[config.mk]
export PLATFORM = sky130hd
export DESIGN_NAME = nfsa_ram
export DESIGN_NICKNAME = d
export VERILOG_FILES = /design/src/rtl/nfsa_ram.sv
export SDC_FILE = /design/constraint.sdc
export NUM_CORES = 1
export LEC_CHECK = 0
export BUFFER_PORTS_ARGS = -buffer_cell sky130_fd_sc_hd__buf_2
export CAP_MARGIN = 20
export CORE_MARGIN = 5
export CORE_UTILIZATION = 40
export DETAILED_ROUTE_END_ITERATION = 8
export REMOVE_ABC_BUFFERS = 1
export SLEW_MARGIN = 0
export SYNTH_ARGS = -nofsm -noshare
export SYNTH_HDL_FRONTEND = slang
export SYNTH_SLANG_ARGS = --single-unit
[constraint.sdc]
create_clock -name clock -period 2 [get_ports clock]
set_input_delay 0.4 -clock clock [delete_from_list [all_inputs] [get_ports clock]]
set_output_delay 0.4 -clock clock [all_outputs]
set_load 0.02 [all_outputs]
[src/rtl/nfsa_ram.sv]
// generic single-port-write, single-port-read ram with registered read data
// no dependencies
module nfsa_ram #(
   parameter int WIDTH = 8,
   parameter int DEPTH = 16,
   localparam int AW = (DEPTH > 1) ? $clog2(DEPTH) : 1
) (
   input  logic             clock,
   input  logic             wr_en,
   input  logic [AW-1:0]    wr_addr,
   input  logic [WIDTH-1:0] wr_data,
   input  logic             rd_en,
   input  logic [AW-1:0]    rd_addr,
   output logic [WIDTH-1:0] rd_data
);

   logic [WIDTH-1:0] mem_ff [DEPTH];
   logic [WIDTH-1:0] rd_data_ff;

   // write port
   always_ff @(posedge clock) begin
      if (wr_en) begin
         mem_ff[wr_addr] <= wr_data;
      end
   end

   // registered read port
   always_ff @(posedge clock) begin
      if (rd_en) begin
         rd_data_ff <= mem_ff[rd_addr];
      end
   end

   assign rd_data = rd_data_ff;

endmodule

* Yosys cells after proc, flatten, opt, wreduce, memory -nomap -nowiden
Memory sizes are Yosys's and may differ from the RTL's. A register that Yosys moved wholly into a read port is not among the register bits.
Index checks and enable logic that the tools add are counted.
** Storage, ports and cells
- Logic and storage cells :: 3
- Memories :: 1
- Output and inout bits :: 8
- Register bits after elaboration :: 0
- Bits in writable memories :: 128
** Memories
- mem_ff :: words 16, width 8, rd ports 1, clocked after memory_dff 1, wr ports 1, line 17 : logic [WIDTH-1:0] mem_ff [DEPTH];
** Operators by class
- Muxes and demuxes :: 2
** Operator list (number)
- two-way mux 1 bit :: 2

* Logic depth before layout (Yosys ltp)
Gate-level depths: netlist of run 1.
- Word-level depth :: 2
- Gate-level depth with buffers :: 5

* Worst setup path after synthesis of run 1
No wires, ideal clock.
- Path kind :: input port to flip-flop
- Start :: in wr_addr[2]
- End :: mem mem_ff[0][0] (enable)
- Path slack :: 0.107 ns
- Arrival :: 1.510 ns
- Library setup time :: 0.383 ns
- Data required time :: 1.617 ns
- Cell stages on the path :: 2
- Path buffers :: 0
- Path through :: or3b_2 > nor3_1
** RTL lines
- from (decl) :: line 10 : input logic [AW-1:0] wr_addr,
- to (decl) :: line 17
No word-level cell before the write port.

==> flow_summary.yaml, run 1 <==
timing:
  fin_crit_sh_pct: 76.2
  relSlewSlack_pct: 69.5
  fmax_mhz: 656
  worst_pin_slew_ns: 0.458
  rsz0062_at_grt: "false"
  fin_tns_setup_ns: 0
  hold_violations: 0
  finalSetupViolCount: 0
  period_needed_ns: 1.52
  fin_worst_skew_ns: 0.00530
  maxSlewViolCount: 0
detailed_routing:
  avgViaCountPerCell: 5.25
  top_layer: "met4"
  dr_total_vias: 2480
  drc_errors: 0
  drt_iter0_markers: 340
  wl_met2_um: 5140
  met3_length_um: 468
  dr.pass1.iters: 4
  wire_per_inst_um: 22.2
  drt-total-wl_um: 10500
  wl_met1_um: 4720
  ant_nets: 0
floorplanning:
  die_w_um: 124
  core-area_sq_um: 12700
  rows: 41
  die_y_um: 124
  io_pins: 27
  die-area_sq_um: 15500
  start_util_pct: 41.1
placement:
  io_buffers: 26
  place.gp.congestion: 0.699
  dp_cells: 440
  dp_hpwl_um: 6490
power:
  power.leakage_nw: 2.13
  switching_share_pct: 18.9
  ir_worst_vdd_mv: 0.702
  power_frac_seq_pct: 48.6
  p_per_area_nw_per_um2: 1060
  p_int_mw: 5.39
  netSwitchingPower_mw: 1.26
  power_frac_clock_pct: 46.7
  share_comb_of_total_power_pct: 4.7
worst_setup_path:
  cp_max_fo: 24
  end_kind: "flip-flop"
  worst_ep_required_time_ns: 2.13
  reg2reg_depth: 3
  worst_ep_arrival_time_ns: 1.66
  start_kind: "input port"
  critPathKind: "in2reg"
clock_tree:
  cts_repair_resize_count: 0
  cts_sinks: 136
  cts-buffers-inserted: 17
  clk_path_buf_depth: 2
  clk_latency_ns: 0.41
  clk_pin_slew_worst_paths_ns: 0.06
  clock-root-buffer: "clkbuf_16"
  cts_tree: "built"
  postCtsSetupRepairBufs: 0
  ctsHoldBuffers: 0
  h-tree-depth: 4
layout:
  nNetsFinal: 306
  syn2layout_area_growth_pct: 20.1
  utilization_pct: 49.3
  diodes: 0
  stdcell_count: 472
  final_cell_mix: "edfxtp_1, buf_2, buf_4"
  layout_commonest_cell: "edfxtp_1"
  drive_above_1_share_pct: 31.0
global_route:
  grt_usage_pct: 14.3
  grt_first_pass_wirelength_um: 16000
  grt_max_degree: 33
  gr-total-overflow: 0
  grt_pass1_vias: 2641
  antenna_found_initial: 0
status:
  status: "finished clean"
min_path:
  min_path_cells: 1
  hold_path_class: "in2reg"
logic_synthesis:
  synth_cell_types: 18
  ys_warn_count: 0
  synth_area_sq_um: 5230
  ys_seq_area_share_pct: 78.1
  postSynthAreaPerCell_sq_um: 22.8
  synth-seq-cells: 136
  synthCells: 229
flow_run:
  maxCapViolCount: 0
## cells by family (layout without fill, tap and decap cells)
kind of cell,count (synthesis),after routing,share of synthesized area (%)
and+or+nand+nor,35,35,3.14
buffers and inverters,10,81,1.65
DFF,136,136,78.1
muxes,32,32,14.8
AOI/OAI and AO/OA,16,16,2.30
## final timing paths
| kind | start | to | slack, ns |
|---|---|---|---|
| setup reg to reg | mem_ff[9][4] | rd_data[4] | 0.52 |
| hold / removal | rd_en | rd_data[7] | 0.37 |
| setup / recovery | rd_addr[0] | rd_data[4] | 0.48 |
| hold reg to reg | mem_ff[14][1] | rd_data[1] | 0.76 |
## metrics by stage
stage	total power [mW]	setup WS [ns]	hold WS, ns	cell area (sq um)
6_report	6.65	0.475	0.365	6280
5_1_grt	6.88	0.383	0.348	6280
4_1_cts	6.71	0.442	0.347	6280
3_5_place_dp	3.61	0.0101	0.748	5680
3_3_place_gp	3.60	0.0467	0.732	5680
2_1_floorplan	3.43	0.107	0.499	5140
## synth_stat cells
master | n | share of area (%)
nor2_1 | 13 | 0.93
a22oi_1 | 16 | 2.3
clkdlybuf4s25_2 | 3 | 0.57
nand3_1 | 1 | 0.096
or3b_2 | 1 | 0.17
nand3b_1 | 2 | 0.29
nor2b_1 | 1 | 0.12
nand2_1 | 9 | 0.65
buf_6 | 3 | 0.65
and2b_1 | 1 | 0.14
mux4_1 | 14 | 7.0
mux4_2 | 18 | 7.8
nand2b_1 | 2 | 0.24
buf_4 | 1 | 0.14
edfxtp_1 | 136 | 78
and2_1 | 1 | 0.12
buf_2 | 3 | 0.29
nor3_1 | 4 | 0.38
## sequential cells by signal, summed over array words and instances, names as in the netlist
register,flops
rd_data,8
mem_ff,128
## layer usage
| metal | vias up | global-route usage, % |
|---|---|---|
| met5 | - | 0 |
| met4 | 0 | 5.61 |
| met3 | 13 | 3.99 |
| met2 | 76 | 22.8 |
| met1 | 1294 | 18.8 |
| li1 | 1097 | - |
## area by class of cell
| type | count | area [sq um] |
|---|---|---|
| fill | 1074 | 6450 |
| sequential | 136 | 4080 |
| multi-input combinational | 83 | 1060 |
| clock buffer | 19 | 433 |
| timing repair buffer | 49 | 328 |
| tap | 172 | 215 |
| clock inverter | 13 | 159 |
## power by group through the flow
stage | Sequential (mW) | Combinational (mW) | Clock [mW]
after floorplan | 3.30 | 0.128 | 0
after global placement | 3.28 | 0.313 | 0
after detailed placement | 3.29 | 0.319 | 0
after CTS | 3.23 | 0.320 | 3.16
after global routing | 3.23 | 0.342 | 3.30
final | 3.23 | 0.315 | 3.11
## critical path, cell delays in order
cell and delay, ns:
buf_2 0.12, buf_12 0.21, mux4_1 0.59, a22oi_1 0.20, nand2_1 0.13
(Power assumes the default switching activity.)
==> run 2, diff against run 1 <==
==> constraint.sdc (replaced) <==
create_clock -name clock -period 1.6 [get_ports clock]
set_input_delay 0.32 -clock clock [delete_from_list [all_inputs] [get_ports clock]]
set_output_delay 0.32 -clock clock [all_outputs]
set_load 0.02 [all_outputs]
==> run 2 against run 1 <==
Against the previous run:
- cell count up 0.85%
- critical endpoint is now rd_data[3]
- clock skew down 0.00075 ns
- worst setup slack worse by 0.34 ns
==> flow_summary.yaml, run 2 (synthesis gave the netlist of run 1 again) <==
clock_tree:
  ctsHoldBuffers: 0
  cts_repair_resize_count: 0
  postCtsSetupRepairBufs: 0
  cts_tree: "built"
  cts_sinks: 136
  clk_path_buf_depth: 2
  clk_pin_slew_worst_paths_ns: 0.06
  h-tree-depth: 4
  clock-root-buffer: "clkbuf_16"
  clk_latency_ns: 0.40
  cts-buffers-inserted: 17
timing:
  period_needed_ns: 1.46
  maxSlewViolCount: 0
  worst_pin_slew_ns: 0.850
  rsz0062_at_grt: "false"
  fin_crit_sh_pct: 91.3
  relSlewSlack_pct: 43.2
  finalSetupViolCount: 0
  whs_ns: 0.276
  fin_tns_setup_ns: 0
  hold_violations: 0
  fin_worst_skew_ns: 0.00455
  fmax_mhz: 685
detailed_routing:
  drt-total-wl_um: 10300
  ant_nets: 0
  wire_per_inst_um: 21.7
  dr_total_vias: 2535
  drc_errors: 0
  dr.pass1.iters: 5
  drt_iter0_markers: 274
  avgViaCountPerCell: 5.33
global_route:
  grt_max_degree: 26
  antenna_found_initial: 0
  grt_pass1_vias: 2639
  grt_first_pass_wirelength_um: 16100
  gr-total-overflow: 0
  grt_usage_pct: 14.1
floorplanning:
  io_pins: 27
  rows: 41
  die_w_um: 124
  die-area_sq_um: 15500
  die_y_um: 124
  start_util_pct: 41.1
  core-area_sq_um: 12700
min_path:
  hold_path_class: "in2reg"
  min_from: "rd_en"
status:
  status: "finished clean"
layout:
  stdcell_count: 476
  design_area_sq_um: 6390
  utilization_pct: 50.2
  diodes: 0
  layout_commonest_cell: "edfxtp_1"
  top_register: "mem_ff"
  drive_above_1_share_pct: 33.6
  nNetsFinal: 311
  syn2layout_area_growth_pct: 22.3
  final_cell_mix: "edfxtp_1, buf_2, buf_4"
  fillCellCount: 1061
  largest_reg_flops: 128
power:
  ir_worst_vdd_mv: 0.714
  switching_share_pct: 18.4
  p_int_mw: 7.09
  power_frac_clock_pct: 48.9
  p_per_area_nw_per_um2: 1360
  share_comb_of_total_power_pct: 4.7
  power.leakage_nw: 2.18
  netSwitchingPower_mw: 1.60
  power_frac_seq_pct: 46.4
worst_setup_path:
  end_kind: "flip-flop"
  start_kind: "flip-flop"
  critPathKind: "reg2reg"
  crit_path_start: "mem_ff[5][3]"
  r2r_start: "mem_ff[5][3]"
  worst_ep_arrival_time_ns: 1.61
  cp_max_fo: 1
  worst_ep_required_time_ns: 1.75
flow_run:
  maxCapViolCount: 0
placement:
  place.gp.congestion: 0.742
  dpl-instance-area_sq_um: 5730
  dp_cells: 445
  dp_hpwl_um: 6740
  io_buffers: 26
[run 2: changes by cell type in the layout (fill, tap and decap cells not counted)]
| cell | previous run | this run |
|---|---|---|
| buf_12 | 2 | 3 |
| clkinvlp_4 | 0 | 4 |
| buf_4 | 21 | 25 |
| clkinv_4 | 0 | 1 |
| clkinv_1 | 5 | 1 |
| clkinv_2 | 4 | 1 |
| clkbuf_1 | 2 | 1 |
| bufinv_16 | 4 | 6 |
[run 2: cell type report]
| type | count | area [sq um] | share of cell area, % |
|---|---|---|---|
| flip-flops and latches | 136 | 4080 | 63.9 |
| multi-input cells | 83 | 1060 | 16.5 |
| clock buffers | 18 | 429 | 6.71 |
| repair buffers | 54 | 378 | 5.91 |
| clock inverters | 13 | 228 | 3.56 |
| well taps | 172 | 215 | 3.37 |
[run 2: worst paths after layout]
check | depth (start not counted) | end | slack (ns)
worst max register to register | 3 | rd_data[3] | 0.14
worst min-delay path | 1 | rd_data[1] | 0.28
worst max-delay path | 3 | rd_data[3] | 0.14
worst min register to register | 3 | rd_data[1] | 0.77
[run 2: power by group through the flow]
stage               clock (mW)  sequential, mW  combinational (mW)
floorplan                    0            4.13               0.160
global placement             0            4.11               0.400
detailed placement           0            4.11               0.410
CTS                       4.31            4.04               0.411
global route              4.50            4.04               0.440
finish                    4.25            4.03               0.405
[run 2: through the flow]
stage                     power, mW  setup WS (ns)
after floorplan                4.29         -0.213
after global placement         4.51         -0.222
after detailed placement       4.52         -0.249
after CTS                      8.76          0.131
after global routing           8.98         0.0644
final                          8.69          0.140
[run 2: critical path, cell delays in order, from the launching register on]
cell and delay [ns]:
edfxtp_1 0.36, mux4_1 0.57, a22oi_1 0.20, nand2_1 0.08
[run 2: per-layer routing]
layer	vias to the layer above	part of all wire, %	track usage [%]
met2	104	48	21.6
li1	1106	-	-
met4	0	1.0	4.45
met5	-	0	0
met3	7	5.7	3.60
met1	1318	45	19.9
==> run 3, diff against run 2 <==
--- a/config.mk
+++ b/config.mk
@@ -7,8 +7,10 @@
 export LEC_CHECK = 0
 export BUFFER_PORTS_ARGS = -buffer_cell sky130_fd_sc_hd__buf_2
 export CAP_MARGIN = 20
+export CORE_ASPECT_RATIO = 1.75
 export CORE_MARGIN = 5
 export CORE_UTILIZATION = 40
+export CTS_BUF_LIST = sky130_fd_sc_hd__clkbuf_8
 export DETAILED_ROUTE_END_ITERATION = 8
 export REMOVE_ABC_BUFFERS = 1
 export SLEW_MARGIN = 0
==> run 3 against run 2 <==
Against the previous run:
- combinational power shrank 1%
- via count shrank 2.8%
- routed wire length shrank 2.2%
- worst hold slack lost 0.0075 ns
- sequential power is essentially flat
==> flow_summary.yaml, run 3 (synthesis gave the netlist of run 1 again) <==
status:
  status: "finished clean"
power:
  power.leakage_nw: 2.06
  netSwitchingPower_mw: 1.49
  switching_share_pct: 21.7
  power_frac_seq_pct: 58.7
  ir_worst_vdd_mv: 0.490
  p_int_mw: 5.38
  p_per_area_nw_per_um2: 1120
  power.total_mw: 6.87
  power_frac_clock_pct: 35.5
  share_comb_of_total_power_pct: 5.8
worst_setup_path:
  critPathMaxStageDelay_ns: 0.52
  cp_slowest_cell: "mux4_1"
  cp_max_fo: 1
  start_kind: "flip-flop"
  reg2reg_slack_ns: 0.13
  worst_ep_arrival_time_ns: 1.65
  critPathKind: "reg2reg"
  cp_cell_sequence: "mux4_1 -> a22oi_1 -> nand2_1"
  end_kind: "flip-flop"
  worst_ep_required_time_ns: 1.77
  reg2reg_depth: 3
  rr_endpoint: "rd_data[5]"
  r2r_start: "mem_ff[1][5]"
layout:
  final_cell_mix: "edfxtp_1, buf_4, buf_2"
  layout_commonest_cell: "edfxtp_1"
  drive_above_1_share_pct: 34.2
  nNetsFinal: 316
  fillCellCount: 1096
  diodes: 0
  top_register: "mem_ff"
  design_area_sq_um: 6110
  stdcell_count: 481
  utilization_pct: 47.5
  syn2layout_area_growth_pct: 16.8
  largest_reg_flops: 128
clock_tree:
  ctsHoldBuffers: 0
  cts_tree: "built"
  clk_path_buf_depth: 2
  cts-buffers-inserted: 17
  h-tree-depth: 4
  clk_latency_ns: 0.42
  clk_pin_slew_worst_paths_ns: 0.07
  cts_repair_resize_count: 0
  clock-root-buffer: "clkbuf_8"
  cts_sinks: 136
  postCtsSetupRepairBufs: 0
timing:
  whs_ns: 0.269
  relSlewSlack_pct: 44.2
  fmax_mhz: 679
  fin_worst_skew_ns: 0.00688
  rsz0062_at_grt: "false"
  period_needed_ns: 1.47
  fin_tns_setup_ns: 0
  finalSetupViolCount: 0
  maxSlewViolCount: 0
  hold_violations: 0
  fin_crit_sh_pct: 92.1
  worst_pin_slew_ns: 0.835
  setup_ws_ns: 0.127
global_route:
  grt_pass1_vias: 2691
  grt_first_pass_wirelength_um: 15700
  grt_usage_pct: 14.4
  grt_max_degree: 20
  antenna_found_initial: 0
  gr-total-overflow: 0
detailed_routing:
  drc_errors: 0
  avgViaCountPerCell: 5.12
  drt-total-wl_um: 10100
  drt_iter0_markers: 165
  ant_nets: 0
  dr_total_vias: 2463
  dr.pass1.iters: 6
  wire_per_inst_um: 21.0
min_path:
  min_from: "rd_en"
  hold_path_end: "rd_data[6]"
  min_path_cells: 1
  hold_path_class: "in2reg"
floorplanning:
  die-area_sq_um: 15500
  io_pins: 27
  rows: 55
  die_w_um: 96.4
  die_y_um: 161
  start_util_pct: 40.6
  core-area_sq_um: 12900
placement:
  dpl-instance-area_sq_um: 5760
  place.gp.congestion: 0.764
  io_buffers: 26
  dp_cells: 449
  dp_hpwl_um: 7150
  dp_slack_ns: -0.270
flow_run:
  maxCapViolCount: 0
-- run 3: changes by cell type in the layout (fill, tap and decap cells not counted) --
cell	previous run	this run
buf_12	3	2
clkinvlp_4	4	5
clkinv_2	1	3
clkbuf_8	0	17
clkbuf_16	17	0
clkinv_4	1	2
inv_1	0	2
bufinv_16	6	1
clkinv_1	1	2
buf_4	25	31
clkbuf_1	1	0
-- run 3: power by group through the flow --
stage               clock [mW]  sequential [mW]  combinational (mW)
floorplan                    0             4.13               0.160
CTS                       2.49             4.03               0.408
finish                    2.44             4.03               0.399
global route              2.71             4.03               0.435
global placement             0             4.11               0.396
detailed placement           0             4.11               0.408
-- run 3: worst max path at each step --
stage / from / end / slack [ns] / cells after the start
floorplan: wr_addr[2] / mem_ff[0][0] / -0.21 / 2
global placement: rd_addr[0] / rd_data[1] / -0.25 / 5
detailed placement: rd_addr[0] / rd_data[3] / -0.27 / 5
CTS: mem_ff[1][5] / rd_data[5] / 0.13 / 3
global route: mem_ff[1][5] / rd_data[5] / 0.06 / 3
finish: mem_ff[1][5] / rd_data[5] / 0.13 / 3
-- run 3: layer usage --
layer,track usage [%],part of all wire (%),wire length (um),vias to the layer above
met3,3.40,3.3,336,15
met4,5.36,1.8,180,0
met1,16.0,36,3670,1272
met5,0,0,0,-
met2,26.1,59,5910,62
li1,-,-,-,1114
-- run 3: final cells by class --
cell class / instances / area (sq um) / share of cell area (%)
sequential: 136 / 4080 / 66.9
clock inverter: 15 / 115 / 1.88
multi-input combinational: 83 / 1060 / 17.3
tap: 171 / 214 / 3.50
clock buffer: 17 / 234 / 3.83
timing repair buffer: 59 / 403 / 6.60
-- run 3: worst max-delay path, delay by kind of cell, from the launching register on --
| family | cells | cell delay, ns |
|---|---|---|
| AOI/OAI and AO/OA | 1 | 0.26 |
| DFF | 1 | 0.35 |
| muxes | 1 | 0.52 |
| and+or+nand+nor | 1 | 0.09 |
